`src/cfc_pkg.sv`:
```
`timescale 1ns / 1ps
`default_nettype none

package cfc_pkg;

	localparam int SAMPLE_BITS = 24;
	localparam int COEF_W      = 16;
	localparam int TAPS_W      = 3;
	localparam int SEEN_W      = 3;
	localparam int OUT_W       = 43;
	localparam int PROD_W      = SAMPLE_BITS + 1 + COEF_W;
	localparam int CFG_IDX_W   = 3;
	localparam int CFG_DATA_W  = 16;

	localparam logic [TAPS_W-1:0]    TAP_RESET     = 3'd7;
	localparam logic [SEEN_W-1:0]    SEEN_MAX      = 3'd7;
	localparam logic [CFG_IDX_W-1:0] REG_TAP_COUNT = 3'd0;
	localparam logic [CFG_IDX_W-1:0] REG_COEF_BASE = 3'd1;

	typedef logic [SAMPLE_BITS-1:0] sample_t;
	typedef logic signed [COEF_W-1:0] coef_t;
	typedef logic signed [PROD_W-1:0] prod_t;

	typedef struct packed {
		sample_t sample;
		logic    end_of_stream;
	} cfc_in_t;

	typedef struct packed {
		logic signed [OUT_W-1:0] filtered;
		logic                    final_output;
	} cfc_out_t;

	typedef struct packed {
		logic [CFG_IDX_W-1:0]  index;
		logic [CFG_DATA_W-1:0] value;
	} cfc_cfg_t;

	// Window geometry derived from tap_count.
	typedef struct packed {
		logic [TAPS_W-1:0] taps;
		logic [TAPS_W-1:0] w;
		logic [TAPS_W-1:0] lat;
	} geom_t;

	// One result request from the issue stage to the MAC.
	typedef struct packed {
		logic              vld;
		logic [SEEN_W-1:0] d;
		logic              fin;
	} issue_t;

endpackage

`default_nettype wire

```
`src/cfc_stream_if.sv`:
```
`timescale 1ns / 1ps
`default_nettype none

interface cfc_stream_if #(
	parameter type T = logic
) ();
	logic valid;
	logic ready;
	T     data;

	modport source (output valid, output data, input ready);
	modport sink   (input valid, input data, output ready);
endinterface

`default_nettype wire

```
`src/cfc_mac.sv`:
```
`timescale 1ns / 1ps
`default_nettype none

module cfc_mac #(
	parameter int MAX_TAPS = 7
) (
	input  wire                   clk,
	input  wire                   arst_n,
	input  cfc_pkg::issue_t       iss,
	input  cfc_pkg::sample_t      win  [MAX_TAPS],
	input  cfc_pkg::coef_t        coef [MAX_TAPS],
	input  cfc_pkg::geom_t        geom,
	output logic                  take,
	cfc_stream_if.source          result
);
	import cfc_pkg::*;

	localparam int POS_W  = SEEN_W + 2;
	localparam int WIDX_W = (MAX_TAPS > 1) ? $clog2(MAX_TAPS) : 1;

	prod_t                   prod_c  [MAX_TAPS];
	prod_t                   prod_s2 [MAX_TAPS];
	logic                    vld_s2;
	logic                    fin_s2;
	logic signed [OUT_W-1:0] sum_c;
	cfc_out_t                out_q;
	logic                    out_vld_q;
	logic                    out_free;

	// Tap k weighs the sample d + w - k places behind the newest one.
	for (genvar k = 0; k < MAX_TAPS; k++) begin : g_tap
		logic signed [POS_W-1:0] pos;
		logic                    use_k;
		sample_t                 sel;

		assign pos = $signed({2'b00, iss.d}) + $signed({2'b00, geom.w}) - POS_W'(k);
		assign use_k = (TAPS_W'(k) < geom.taps) && !pos[POS_W-1] &&
			(pos <= $signed(POS_W'(MAX_TAPS - 1)));
		assign sel = win[pos[WIDX_W-1:0]];
		// both arms signed so the weight is sign-extended
		assign prod_c[k] = use_k ? $signed({1'b0, sel}) * coef[k] : prod_t'(0);
	end

	assign out_free = !out_vld_q || result.ready;
	assign take     = !vld_s2 || out_free;

	always_ff @(posedge clk or negedge arst_n) begin
		if (!arst_n) begin
			vld_s2    <= 1'b0;
			out_vld_q <= 1'b0;
		end else begin
			if (take) begin
				vld_s2 <= iss.vld;
			end
			if (out_free) begin
				out_vld_q <= vld_s2;
			end
		end
	end

	always_comb begin
		sum_c = '0;
		for (int k = 0; k < MAX_TAPS; k++) begin
			sum_c = sum_c + OUT_W'(prod_s2[k]);
		end
	end

	always_ff @(posedge clk) begin
		if (take && iss.vld) begin
			prod_s2 <= prod_c;
			fin_s2  <= iss.fin;
		end
		if (out_free && vld_s2) begin
			out_q.filtered     <= sum_c;
			out_q.final_output <= fin_s2;
		end
	end

	assign result.valid = out_vld_q;
	assign result.data  = out_q;

endmodule

`default_nettype wire

```
`src/flat_wrapper.sv`:
```
// flat-port wrapper written by rule: the top's interface ports become plain ports
module cfc_mac_flat import cfc_pkg::*;
#(
	parameter int MAX_TAPS = 7
)
  (clk, arst_n, iss, win, coef, geom, take, result_valid, result_data, result_ready);
  cfc_stream_if result_i ();
  input  wire clk;
  input  wire arst_n;
  input  cfc_pkg::issue_t iss;
  input  cfc_pkg::sample_t win[MAX_TAPS];
  input  cfc_pkg::coef_t coef[MAX_TAPS];
  input  cfc_pkg::geom_t geom;
  output logic take;
  output wire logic [$bits(result_i.valid)-1:0] result_valid;
  output wire logic [$bits(result_i.data)-1:0] result_data;
  input wire logic [$bits(result_i.ready)-1:0] result_ready;
  assign result_valid = result_i.valid;
  assign result_data = result_i.data;
  assign result_i.ready = result_ready;
  cfc_mac #(.MAX_TAPS(MAX_TAPS)) u_core (.clk(clk), .arst_n(arst_n), .iss(iss), .win(win), .coef(coef), .geom(geom), .take(take), .result(result_i));
endmodule
```
`config.mk`:
```
export PLATFORM = sky130hd
export DESIGN_NAME = cfc_mac_flat
export DESIGN_NICKNAME = d
export VERILOG_FILES = /design/src/cfc_pkg.sv /design/src/cfc_stream_if.sv /design/src/cfc_mac.sv /design/src/flat_wrapper.sv
export SDC_FILE = /design/constraint.sdc
export NUM_CORES = 1
export LEC_CHECK = 0
export ABC_AREA = 1
export BUFFER_PORTS_ARGS = -buffer_cell sky130_fd_sc_hd__buf_4
export CORE_AREA = 2 2 118 120
export DETAILED_ROUTE_END_ITERATION = 12
export DIE_AREA = 0 0 120 122
export HOLD_SLACK_MARGIN = 0.12
export PLACE_DENSITY_LB_ADDON = 0.25
export SLEW_MARGIN = 5
export SYNTH_ARGS = -nofsm -noshare
export SYNTH_HDL_FRONTEND = slang
export SYNTH_SLANG_ARGS = --single-unit
```
`constraint.sdc`:
```
create_clock -name clk -period 0.85 [get_ports clk]
set_input_delay 0.17 -clock clk [delete_from_list [all_inputs] [get_ports clk]]
set_output_delay 0.17 -clock clk [all_outputs]
set_load 0.03 [all_outputs]
```
==> impl_summary.log, run 1 <==
INFO  metric ctsRootBufferMaster = clkbuf_16
INFO  metric routed_via_density = 0.639
INFO  metric mappedNetlistNets = approximately 310
INFO  metric syn_area_per_cell = 11.1 µm²
INFO  metric synth_cells = 14
INFO  metric p_switching = 0.000193 W
INFO  metric p_int = 0.000891 W
INFO  metric static-leakage-power = 0.168 nW
INFO  metric timing.critical_path.arrival = 0.85 ns
INFO  metric critPathTopFamily = flip-flops
INFO  metric timing_worst_setup_path_type = reg2out
INFO  metric reg_to_reg_setup_timing_slack = -0.12 ns
INFO  metric fmax = 985 MHz
INFO  metric asyncSetResetFlopFracSynth = 0.500
INFO  metric tightestPinTransition = 0.141 ns
INFO  metric drive_gt1_frac = 0.464
INFO  metric synth_top_area_share = 0.387
INFO  metric dieHeight = between 100 and 150 µm
INFO  metric place_hpwl = between 300 and 400 µm
INFO  metric crit_end = take
INFO  metric yosys.cell_types.count = 6
INFO  metric worst_setup_hold_path_clk_slew = 0.03 ns
INFO  metric synth_edf_count = 2
INFO  metric share_comb_of_total_power = 0.091
INFO  metric violations = negative setup slack
INFO  metric initialDrtViolationCount = 5
INFO  metric wl_met1 = 203 µm
INFO  metric grt_setup_unrepaired = true
INFO  metric reg2reg_depth = 4
INFO  metric initial_cell_density_of_the_core = 0.0115
INFO  metric crit_path_max_incr_delay = 0.42 ns
INFO  metric fp.dieW = 120 µm
INFO  metric synth-warning-count = 0
INFO  metric mappedNetlistArea = 155 µm²
INFO  metric number_of_buffers_and_inverters_on_the_critical_path = 1
INFO  metric placeableCoreArea = 0.0135 mm²
INFO  metric vias = 133
INFO  metric critical_path_cell_by_cell = nand3_4 > buf_6
INFO  metric drt_drc_violations_left = 0
INFO  metric pwr_density_cell = 1950 mW/mm²
INFO  metric data_required_time_of_the_worst_path = between 0.6 and 0.7 ns
INFO  metric layout.nets = about 330
INFO  metric dieArea = 0.0146 mm²
INFO  metric top_ff_cell_synth = edfxtp_1
INFO  metric ir_drop = 451 µV
INFO  metric routabilityCongestion = 0.538
INFO  metric cts_buffers = 3
INFO  metric drt.antenna.violating_nets = 0
INFO  metric first_pass_grt_wire_length = 641 µm
INFO  metric synth_area_leader_cell = edfxtp_1
INFO  metric postSynthRegisterBits = 4
INFO  metric sequentialPowerShare = 0.215
INFO  metric max-clock-path-buffers = 2
INFO  metric swShare = 0.178
INFO  metric critPathMaxFanout = 4
INFO  metric clock_power_share = 0.694
INFO  metric placement.io_buffers = 7
INFO  metric routed.top_layer = met3
INFO  metric clkLatencyLatePin = 0.22 ns
INFO  metric numPlacedInstances = 201
INFO  metric grt_pass1_vias = 153
INFO  metric outcome = complete, but fails checks
INFO  metric firstDrtPassIters = 2
INFO  metric layout_worst_path_cycle_share = 1.19
INFO  metric crit-reg2reg-launch = u_core.result.valid
INFO  metric clock_tree_from_tritoncts = done
INFO  metric dp_worst_setup_slack = -0.0516 ns
INFO  metric netlist_top_cells_count = 4 x inv_1, 4 x nand2_1, 2 x dfrtp_1, 2 x edfxtp_1
INFO  metric area_delta_synth_final = 258%
INFO  metric worstSetupPathDepth = 2
INFO  metric level_count_of_the_clock_h_tree = 1
INFO  metric maximum_number_of_pins_on_one_net_before_global_route_repair = 5
INFO  metric std_cell_rows = 43
INFO  metric timing.critical_path.slowest_stage_cell = dfrtp_2
INFO  metric routed_met3_length = 1 µm
INFO  metric post_synth_main_area_contributors = edfxtp_1 39%, dfrtp_1 32%, inv_1 9.7%
INFO  metric worstReg2RegEnd = u_core.fin_s2
INFO  metric report.final.hold_viol_count = 0
INFO  metric sinks_on_clock_net = 4
INFO  metric drv_cap = 0
INFO  metric period_minus_slack = 1.02 ns
INFO  metric post-route-worst-setup-slack = -0.166 ns
INFO  metric critPathLaunch = u_core.result.valid
INFO  metric num_antenna_cells = 0
INFO  metric crit_path_capture_type = output port
INFO  metric setup_violations = 6
INFO  metric ios = 300
INFO  metric maxSlewHeadroom = 0.906
INFO  metric timing.clock.skew = 0.00624 ns
INFO  metric total_power = 0.00108 W
INFO  metric dr_wl_met2 = ~230 µm
INFO  metric share_of_the_yosys_chip_area_belonging_to_registers = 0.710
INFO  metric final-max-slew-violation-count = 0
INFO  metric startpoint_type = register
INFO  metric finalWirelength = 438 µm
INFO  metric total_routing_usage_gr = 0.00620
INFO  metric initial_antenna_violation_count = 0
INFO  metric hold_path.class = in2reg
INFO  metric final-instance-count-excl-fill = roughly 210
INFO  metric overflow = 0
INFO  metric avgRoutedWirePerCell = 2.11 µm
-- state kept, by name, indices dropped and copies added (netlist names) --
register             count
u_core.fin_s2            1
u_core.result.data       1
u_core.result.valid      1
u_core.vld_s2            1
-- worst min-delay path by stage --
stage / endpoint / from / cells after the start
6_report: u_core.vld_s2 / iss[4] / 3
5_1_grt: u_core.vld_s2 / iss[4] / 3
4_1_cts: u_core.vld_s2 / iss[4] / 3
3_5_place_dp: u_core.vld_s2 / arst_n / 1
3_3_place_gp: u_core.vld_s2 / arst_n / 1
2_1_floorplan: u_core.result.valid / arst_n / 0
-- area by class of cell --
cell class              instances  area, µm²
inverters                       4       15.0
multi-input cells               6       37.5
flip-flops and latches          4        111
repair buffers                 10       87.6
clock buffers                   4       78.8
well taps                     180        225
fillers                      1574      12900
-- stage by stage --
step           hold WS (ns)  setup TNS [ns]  area (µm²)  utilization
6_report              0.146          -0.547         556       0.0411
5_1_grt               0.151          -0.745         556       0.0411
4_1_cts               0.146          -0.588         556       0.0411
3_5_place_dp        -0.0428         -0.0966         442       0.0327
3_3_place_gp        -0.0426          -0.121         442       0.0327
2_1_floorplan        -0.126          -0.273         164            -
-- tightest hold or removal path: stages --
cell and delay, ns:
buf_4 0.08, inv_1 0.03, nand2_1 0.05
-- per-layer routing --
metal	GRT usage	up-vias
li1	-	69
met1	0.00618	62
met2	0.0103	2
met3	0.00140	0
met4	0.00662	0
met5	0	-
-- power by group through the flow --
stage | combinational, W | sequential (W) | clock, W
floorplan | 0.0000294 | 0.000249 | 0
global route | 0.000109 | 0.000236 | 0.000788
global placement | 0.0000859 | 0.000234 | 0
detailed placement | 0.0000851 | 0.000235 | 0
CTS | 0.000102 | 0.000233 | 0.000767
finish | 0.0000989 | 0.000233 | 0.000752
-- cells by family after synthesis --
kind of cell / after synthesis / synth area share
flip-flops: 4 / 0.710
buffers and inverters: 4 / 0.0967
AND/OR/NAND/NOR: 5 / 0.161
AO/OA/AOI/OAI: 1 / 0.0322
-- timing repair --
item	CTS	global route
hold endpoints to repair	3	0
buffers inserted	1	0
endpoints found under the setup margin	5	5
hold buffers	2	0
resized for setup	2	0
-- layout by cell type, fill, tap and decap left out --
cell type      instances
buf_6                  2
edfxtp_1               2
nand3_4                1
clkbuf_1               1
dfrtp_2                1
buf_4                  6
dlygate4sd3_1          2
dfrtp_1                1
inv_1                  4
nand2_1                4
a21oi_1                1
clkbuf_16              3
Note: power is estimated with default switching activity, not from simulation.
==> inputs of run 2 (changes only) <==
CELL_PAD_IN_SITES_DETAIL_PLACEMENT = 0   (was default)
CELL_PAD_IN_SITES_GLOBAL_PLACEMENT = 1   (was default)
==> run 2 against run 1 <==
Net effect:
- the run still ends with negative setup slack left
- combinational power is 5% higher
- clock power hardly changed
- sequential share of layout area is 0.13 points lower
- maximum frequency is 1.8% lower
- cell count stayed put
- first-iteration DRC count is 80% lower
- global-route usage is 0.33 points higher
==> impl_summary.log, run 2 (synthesis results as in run 1) <==
INFO  metric routed.top_layer = met3 (unchanged)
INFO  metric ctsRootBufferMaster = clkbuf_16 (unchanged)
INFO  metric worst_setup_hold_path_clk_slew = 0.03 ns (about the same)
INFO  metric final_cell_mix = 6 x buf_4, 4 x inv_1, 4 x nand2_1 (unchanged)
INFO  metric vias = 137 (was 133)
INFO  metric first_pass_grt_wire_length = 876 µm (was 641 µm)
INFO  metric ff_latch_area = 111 µm² (unchanged)
INFO  metric placeableCoreArea = 0.0135 mm² (unchanged)
INFO  metric overflow = 0 (unchanged)
INFO  metric worstReg2RegEnd = u_core.result.data (was u_core.fin_s2)
INFO  metric firstDrtPassIters = 2 (unchanged)
INFO  metric final_common_cell = buf_4 (unchanged)
INFO  metric maxSlewHeadroom = 0.884 (was 0.906)
INFO  metric reg_to_reg_setup_timing_slack = -0.14 ns (was -0.12 ns)
INFO  metric area_occupied_by_multi_input_gates = 41.3 µm² (was 37.5 µm²)
INFO  metric sinks_on_clock_net = 4 (unchanged)
INFO  metric critPathMaxFanout = 3 (was 4)
INFO  metric grt_setup_unrepaired = true (unchanged)
INFO  metric hold_path_end = u_core.vld_s2 (unchanged)
INFO  metric reg2reg_depth = 2 (was 4)
INFO  metric max-clock-path-buffers = 2 (unchanged)
INFO  metric worst_hold_path.num_cells = 3 (unchanged)
INFO  metric initialDrtViolationCount = 1 (was 5)
INFO  metric static-leakage-power = 0.168 nW (about the same)
INFO  metric crit_path_capture_type = output port (unchanged)
INFO  metric routed_via_density = 0.659 (was 0.639)
INFO  metric timing.clock.skew = 0.000503 ns (was 0.00624 ns)
INFO  metric crit_path_max_incr_delay = 0.42 ns (about the same)
INFO  metric hold_path.class = in2reg (unchanged)
INFO  metric grt_pass1_vias = 157 (was 153)
INFO  metric fmax = 967 MHz (was 985 MHz)
INFO  metric fp.dieW = 120 µm (unchanged)
INFO  metric dr_wl_met2 = 217 µm (was 233 µm)
INFO  metric violations = negative setup slack (unchanged)
INFO  metric avgRoutedWirePerCell = 2.93 µm (was 2.11 µm)
INFO  metric num_antenna_cells = 0 (unchanged)
INFO  metric finalWirelength = 610 µm (was 438 µm)
INFO  metric setup_violations = 5 (was 6)
INFO  metric timing_worst_setup_path_type = reg2out (unchanged)
INFO  metric dieHeight = 122 µm (unchanged)
INFO  metric cts_buffers = 3 (unchanged)
INFO  metric routabilityCongestion = 0.531 (was 0.538)
INFO  metric level_count_of_the_clock_h_tree = 1 (unchanged)
INFO  metric timing.hold.ws = 0.158 ns (was 0.146 ns)
INFO  metric timing.hold.worst.start = iss[4] (unchanged)
INFO  metric initial_antenna_violation_count = 0 (unchanged)
INFO  metric data_required_time_of_the_worst_path = 0.68 ns (about the same)
INFO  metric crit-reg2reg-launch = u_core.result.valid (unchanged)
INFO  metric clock_tree_from_tritoncts = done (unchanged)
INFO  metric ir_drop = 783 µV (was 451 µV)
INFO  metric timing.critical_path.slowest_stage_cell = dfrtp_2 (unchanged)
INFO  metric std_cell_rows = 43 (unchanged)
INFO  metric placement.io_buffers = 7 (unchanged)
INFO  metric area_delta_synth_final = 260% (was 258%)
INFO  metric ios = 300 (unchanged)
INFO  metric number_of_buffers_and_inverters_on_the_critical_path = 1 (unchanged)
INFO  metric drt.antenna.violating_nets = 0 (unchanged)
INFO  metric pwr_density_cell = 1950 mW/mm² (about the same)
INFO  metric drt_drc_violations_left = 0 (unchanged)
INFO  metric layout_worst_path_cycle_share = 1.22 (was 1.19)
INFO  metric initial_cell_density_of_the_core = 0.0115 (unchanged)
INFO  metric wl_met1 = 336 µm (was 203 µm)
INFO  metric clkLatencyLatePin = 0.22 ns (about the same)
INFO  metric drv_cap = 0 (unchanged)
INFO  metric dieArea = 0.0146 mm² (unchanged)
INFO  metric drive_gt1_frac = 0.500 (was 0.464)
INFO  metric critPathTopFamily = flip-flops (unchanged)
INFO  metric startpoint_type = register (unchanged)
INFO  metric routed_met3_length = 55 µm (was 1 µm)
INFO  metric maximum_number_of_pins_on_one_net_before_global_route_repair = 4 (was 5)
INFO  metric fin_util = 0.0414 (was 0.0411)
INFO  metric critical_path_cell_by_cell = nand3_4 > buf_6 (unchanged)
INFO  metric n_fill_cell = 1580 (was 1574)
INFO  metric final-max-slew-violation-count = 0 (unchanged)
INFO  metric period_minus_slack = 1.03 ns (was 1.02 ns)
INFO  metric outcome = complete, but fails checks (unchanged)
INFO  metric report.final.hold_viol_count = 0 (unchanged)
INFO  metric total_routing_usage_gr = 0.00945 (was 0.00620)
INFO  metric timing.critical_path.arrival = 0.86 ns (was 0.85 ns)
INFO  metric layout.nets = 326 (unchanged)
INFO  metric tightestPinTransition = 0.174 ns (was 0.141 ns)
INFO  metric post-route-worst-setup-slack = -0.184 ns (was -0.166 ns)
[run 2: cell types whose count changed in the layout (fill, tap and decap cells not counted)]
cell / before / now
a21oi_2: 0 / 1
a21oi_1: 1 / 0
[run 2: area by class of cell]
class / count / share of cell area
Clock buffer: 4 / 0.141
Inverter: 4 / 0.0268
Multi-Input combinational cell: 6 / 0.0738
Sequential cell: 4 / 0.199
Tap cell: 180 / 0.403
Timing Repair Buffer: 10 / 0.157
[run 2: report_power, final]
| group | switching (W) | internal (W) |
|---|---|---|
| logic | 0.0000538 | 0.0000505 |
| clock network | 0.000135 | 0.000620 |
| registers | 0.0000121 | 0.000222 |
| total | 0.000201 | 0.000892 |
[run 2: repair_timing]
action / CTS / global route
pin swaps: 1 / 0
gates resized for setup: 3 / 0
buffers inserted: 1 / 0
setup endpoints to repair: 5 / 5
hold buffers: 2 / 0
endpoints found under the hold margin: 3 / 0
[run 2: how the worst max path moves through the flow]
stage	slack, ns	cells after the start	endpoint	from
2_1_floorplan	-0.17	3	u_core.fin_s2	u_core.result.valid
3_3_place_gp	-0.05	1	u_core.result.data	u_core.result.valid
3_5_place_dp	-0.08	1	u_core.result.data	u_core.result.valid
4_1_cts	-0.19	2	take	u_core.result.valid
5_1_grt	-0.21	2	take	u_core.result.valid
6_report	-0.18	2	take	u_core.result.valid
[run 2: through the flow]
step | setup TNS, ns | power, W | std cells | worst slack, ns | area, µm²
after global routing | -0.786 | 0.00114 | 208 | -0.214 | 559
after CTS | -0.678 | 0.00112 | 208 | -0.192 | 559
after detailed placement | -0.136 | 0.000323 | 201 | -0.0832 | 442
after floorplan | -0.273 | 0.000278 | 14 | -0.171 | 164
final | -0.619 | 0.00109 | 208 | -0.184 | 559
after global placement | -0.0994 | 0.000322 | 201 | -0.0539 | 442
[run 2: layer usage]
| metal | global-route usage | up-vias |
|---|---|---|
| met4 | 0.00221 | 0 |
| met1 | 0.0121 | 59 |
| li1 | - | 70 |
| met5 | 0 | - |
| met2 | 0.0114 | 8 |
| met3 | 0.00843 | 0 |
[run 2: worst register-to-register path, stage by stage, from the launching register on]
cell and delay [ns]:
dfrtp_2 0.42, buf_4 0.15, a21oi_2 0.12
==> inputs of run 3 (changes only) <==
ABC_AREA = default   (was 1)
CORE_AREA = 2 2 117 119   (was 2 2 118 120)
DIE_AREA = 0 0 119 121   (was 0 0 120 122)
==> run 3 against run 2 <==
Net effect:
- clock skew increased by 0.0040 ns
- critical endpoint unchanged
- the flow still finishes with violations (negative setup slack)
- combinational power increased by 8%
- maximum frequency decreased by 0.43%
- die area decreased by 1.6%
- register-to-register slack improved by 0.07 ns
- flip-flop and latch count unchanged
- count of clock-buffer cells in the layout unchanged
- sequential share of layout area decreased by 0.13 points
- via count decreased by 2.9%
- non-clock buffer count increased by 1
- critical path depth unchanged
- design area increased by 0.67%
==> impl_summary.log, run 3 <==
INFO  metric post_synth_main_area_contributors = edfxtp_1 37%, dfrtp_1 31%, nand3b_4 12% (was edfxtp_1 39%, dfrtp_1 32%, inv_1 9.7%)
INFO  metric worst_hold_path.num_cells = 2 (was 3)
INFO  metric drt_drc_violations_left = 0 (unchanged)
INFO  metric ir_drop = 867 µV (was 783 µV)
INFO  metric vias = 133 (was 137)
INFO  metric crit-reg2reg-launch = u_core.result.valid (unchanged)
INFO  metric post_synth_mux_area_share = 0 (unchanged)
INFO  metric maximum_number_of_pins_on_one_net_before_global_route_repair = 4 (unchanged)
INFO  metric dieHeight = 121 µm (was 122 µm)
INFO  metric finalWirelength = 576 µm (was 610 µm)
INFO  metric report.final.hold_viol_count = 0 (unchanged)
INFO  metric ios = 300 (unchanged)
INFO  metric drt.antenna.violating_nets = 0 (unchanged)
INFO  metric mappedNetlistNets = 307 (was 311)
INFO  metric timing.critical_path.slowest_stage_cell = dfrtp_2 (unchanged)
INFO  metric timing.critical_path.arrival = 0.87 ns (was 0.86 ns)
INFO  metric setup-tns-final = -0.570 ns (was -0.619 ns)
INFO  metric tightestPinTransition = 0.131 ns (was 0.174 ns)
INFO  metric max-clock-path-buffers = 2 (unchanged)
INFO  metric routed_via_density = 0.662 (was 0.659)
INFO  metric synth_top_area_share = 0.366 (was 0.387)
INFO  metric fp.dieW = 119 µm (was 120 µm)
INFO  metric avgRoutedWirePerCell = 2.87 µm (was 2.93 µm)
INFO  metric clkLatencyLatePin = 0.23 ns (was 0.22 ns)
INFO  metric fmax = 963 MHz (was 967 MHz)
INFO  metric timing_worst_setup_path_type = reg2out (unchanged)
INFO  metric total_routing_usage_gr = 0.00907 (was 0.00945)
INFO  metric hold_path.class = in2reg (unchanged)
INFO  metric data_required_time_of_the_worst_path = 0.68 ns (about the same)
INFO  metric crit_path_capture_type = output port (unchanged)
INFO  metric sinks_on_clock_net = 4 (unchanged)
INFO  metric overflow = 0 (unchanged)
INFO  metric share_of_the_yosys_chip_area_belonging_to_registers = 0.672 (was 0.710)
INFO  metric cts_buffers = 3 (unchanged)
INFO  metric dieArea = 0.0144 mm² (was 0.0146 mm²)
INFO  metric timing.clock.skew = 0.00448 ns (was 0.000503 ns)
INFO  metric critPathMaxFanout = 3 (unchanged)
INFO  metric top_ff_cell_synth = edfxtp_1 (unchanged)
INFO  metric pwr_density_cell = 1960 mW/mm² (was 1950 mW/mm²)
INFO  metric syn_area_per_cell = 16.4 µm² (was 11.1 µm²)
INFO  metric yosys.area_share.xor_xnor = 0 (unchanged)
INFO  metric drive_gt1_frac = 0.600 (was 0.500)
INFO  metric worstReg2RegEnd = u_core.fin_s2 (was u_core.result.data)
INFO  metric std_cell_rows = 42 (was 43)
INFO  metric outcome = complete, but fails checks (unchanged)
INFO  metric postSynthRegisterBits = 4 (unchanged)
INFO  metric grt_setup_unrepaired = true (unchanged)
INFO  metric layout_worst_path_cycle_share = 1.22 (about the same)
INFO  metric asyncSetResetFlopFracSynth = 0.500 (unchanged)
INFO  metric area_delta_synth_final = 244% (was 260%)
INFO  metric total_power = 0.00110 W (was 0.00109 W)
INFO  metric hold_path_end = u_core.vld_s2 (unchanged)
INFO  metric maxSlewHeadroom = 0.913 (was 0.884)
INFO  metric placeableCoreArea = 0.0131 mm² (was 0.0135 mm²)
INFO  metric firstDrtPassIters = 2 (unchanged)
INFO  metric startpoint_type = register (unchanged)
INFO  metric period_minus_slack = 1.04 ns (was 1.03 ns)
INFO  metric violations = negative setup slack (unchanged)
INFO  metric final-max-slew-violation-count = 0 (unchanged)
INFO  metric fin_util = 0.0430 (was 0.0414)
INFO  metric post-route-worst-setup-slack = -0.188 ns (was -0.184 ns)
INFO  metric static-leakage-power = 0.161 nW (was 0.168 nW)
INFO  metric critical_path_cell_by_cell = nand3b_4 > buf_6 (was nand3_4 > buf_6)
INFO  metric setup_violations = 6 (was 5)
INFO  metric critPathTopFamily = flip-flops (unchanged)
INFO  metric yosys.cell_types.count = 6 (unchanged)
INFO  metric drv_cap = 0 (unchanged)
INFO  metric netlist_top_cells_count = 3 x nand2b_1, 2 x dfrtp_1, 2 x edfxtp_1 (was 4 x inv_1, 4 x nand2_1, 2 x dfrtp_1, 2 x edfxtp_1)
INFO  metric num_antenna_cells = 0 (unchanged)
INFO  metric routabilityCongestion = 0.582 (was 0.531)
INFO  metric synth_compound_gate_area_share = 0 (was 0.0323)
INFO  metric final_cell_mix = 6 x buf_4, 3 x nand2b_1, 3 x clkbuf_16, 3 x buf_6 (was 6 x buf_4, 4 x inv_1, 4 x nand2_1)
INFO  metric timing.hold.worst.start = iss[4] (unchanged)
INFO  metric worst_setup_hold_path_clk_slew = 0.03 ns (about the same)
INFO  metric ctsRootBufferMaster = clkbuf_16 (unchanged)
INFO  metric layout.nets = 323 (was 326)
INFO  metric number_of_buffers_and_inverters_on_the_critical_path = 1 (unchanged)
INFO  metric synthAdderAreaFrac = 0 (unchanged)
INFO  metric reg_to_reg_setup_timing_slack = -0.07 ns (was -0.14 ns)
INFO  metric largest_family_of_logic_cells_by_synthesized_area = simple AND/OR/NAND/NOR gates (unchanged)
INFO  metric timing.hold.ws = 0.151 ns (was 0.158 ns)
INFO  metric synth_edf_count = 2 (unchanged)
INFO  metric reg2reg_depth = 2 (unchanged)
INFO  metric initial_antenna_violation_count = 0 (unchanged)
INFO  metric synth_cells = 10 (was 14)
INFO  metric mappedNetlistArea = 164 µm² (was 155 µm²)
INFO  metric initialDrtViolationCount = 1 (unchanged)
INFO  metric placement.io_buffers = 7 (unchanged)
INFO  metric synth-warning-count = 0 (unchanged)
INFO  metric final_common_cell = buf_4 (unchanged)
INFO  metric level_count_of_the_clock_h_tree = 1 (unchanged)
INFO  metric crit_path_max_incr_delay = 0.42 ns (about the same)
INFO  metric first_pass_grt_wire_length = 834 µm (was 876 µm)
INFO  metric clock_tree_from_tritoncts = done (unchanged)
INFO  metric initial_cell_density_of_the_core = 0.0125 (was 0.0115)
INFO  metric post-synth-top-count-cell = nand2b_1
INFO  metric grt_pass1_vias = 153 (was 157)
INFO  metric synthSimpleGateAreaFrac = 0.328 (was 0.161)
INFO  metric synth_area_leader_cell = edfxtp_1 (unchanged)
-- run 3: final cells by class --
| class | instances | area (µm²) |
|---|---|---|
| tap | 176 | 220 |
| multi-input combinational | 6 | 53.8 |
| clock buffer | 4 | 78.8 |
| sequential | 4 | 111 |
| timing repair buffer | 11 | 98.8 |
| fill | 1545 | 12500 |
-- run 3: how the worst max path moves through the flow --
stage,start,to,slack [ns],depth (start not counted)
3_5_place_dp,u_core.result.valid,u_core.result.data,-0.08,2
5_1_grt,u_core.result.valid,take,-0.23,2
2_1_floorplan,u_core.result.valid,u_core.fin_s2,-0.22,2
6_report,u_core.result.valid,take,-0.19,2
4_1_cts,u_core.result.valid,take,-0.20,2
3_3_place_gp,u_core.result.valid,u_core.fin_s2,-0.07,2
-- run 3: what timing repair did --
action                                  CTS  global route
endpoints found under the hold margin     3             0
hold buffers                              2             0
gates cloned                              0             0
buffers inserted                          1             1
resized for setup                         2             1
pin swaps                                 1             0
endpoints found under the setup margin    5             5
-- run 3: through the flow --
step | instances | cell area, µm² | worst slack (ns)
CTS | 200 | 552 | -0.198
detailed placement | 193 | 438 | -0.0783
global placement | 193 | 438 | -0.0670
finish | 201 | 563 | -0.188
floorplan | 10 | 165 | -0.224
global route | 201 | 563 | -0.229
-- run 3: cell families (layout without fill, tap and decap cells) --
kind of cell / count (synthesis) / after routing
buf+inv: 0 / 15
flops: 4 / 4
simple gates: 6 / 6
-- run 3: where the power goes --
part           switching, W  internal (W)
logic             0.0000492     0.0000632
registers         0.0000112      0.000222
clock network      0.000139      0.000620
-- run 3: routing by layer --
| metal | track usage | wire length, µm | vias up |
|---|---|---|---|
| met5 | 0 | 0 | - |
| met4 | 0.00893 | 0 | 0 |
| met3 | 0.00423 | 40 | 0 |
| met2 | 0.00682 | 154 | 8 |
| met1 | 0.0145 | 381 | 61 |
| li1 | - | - | 64 |
-- run 3: worst register-to-register path, delay by kind of cell (launching register included) --
kind,cells,cell delay [ns]
flip-flops,1,0.42
AND/OR/NAND/NOR,2,0.23
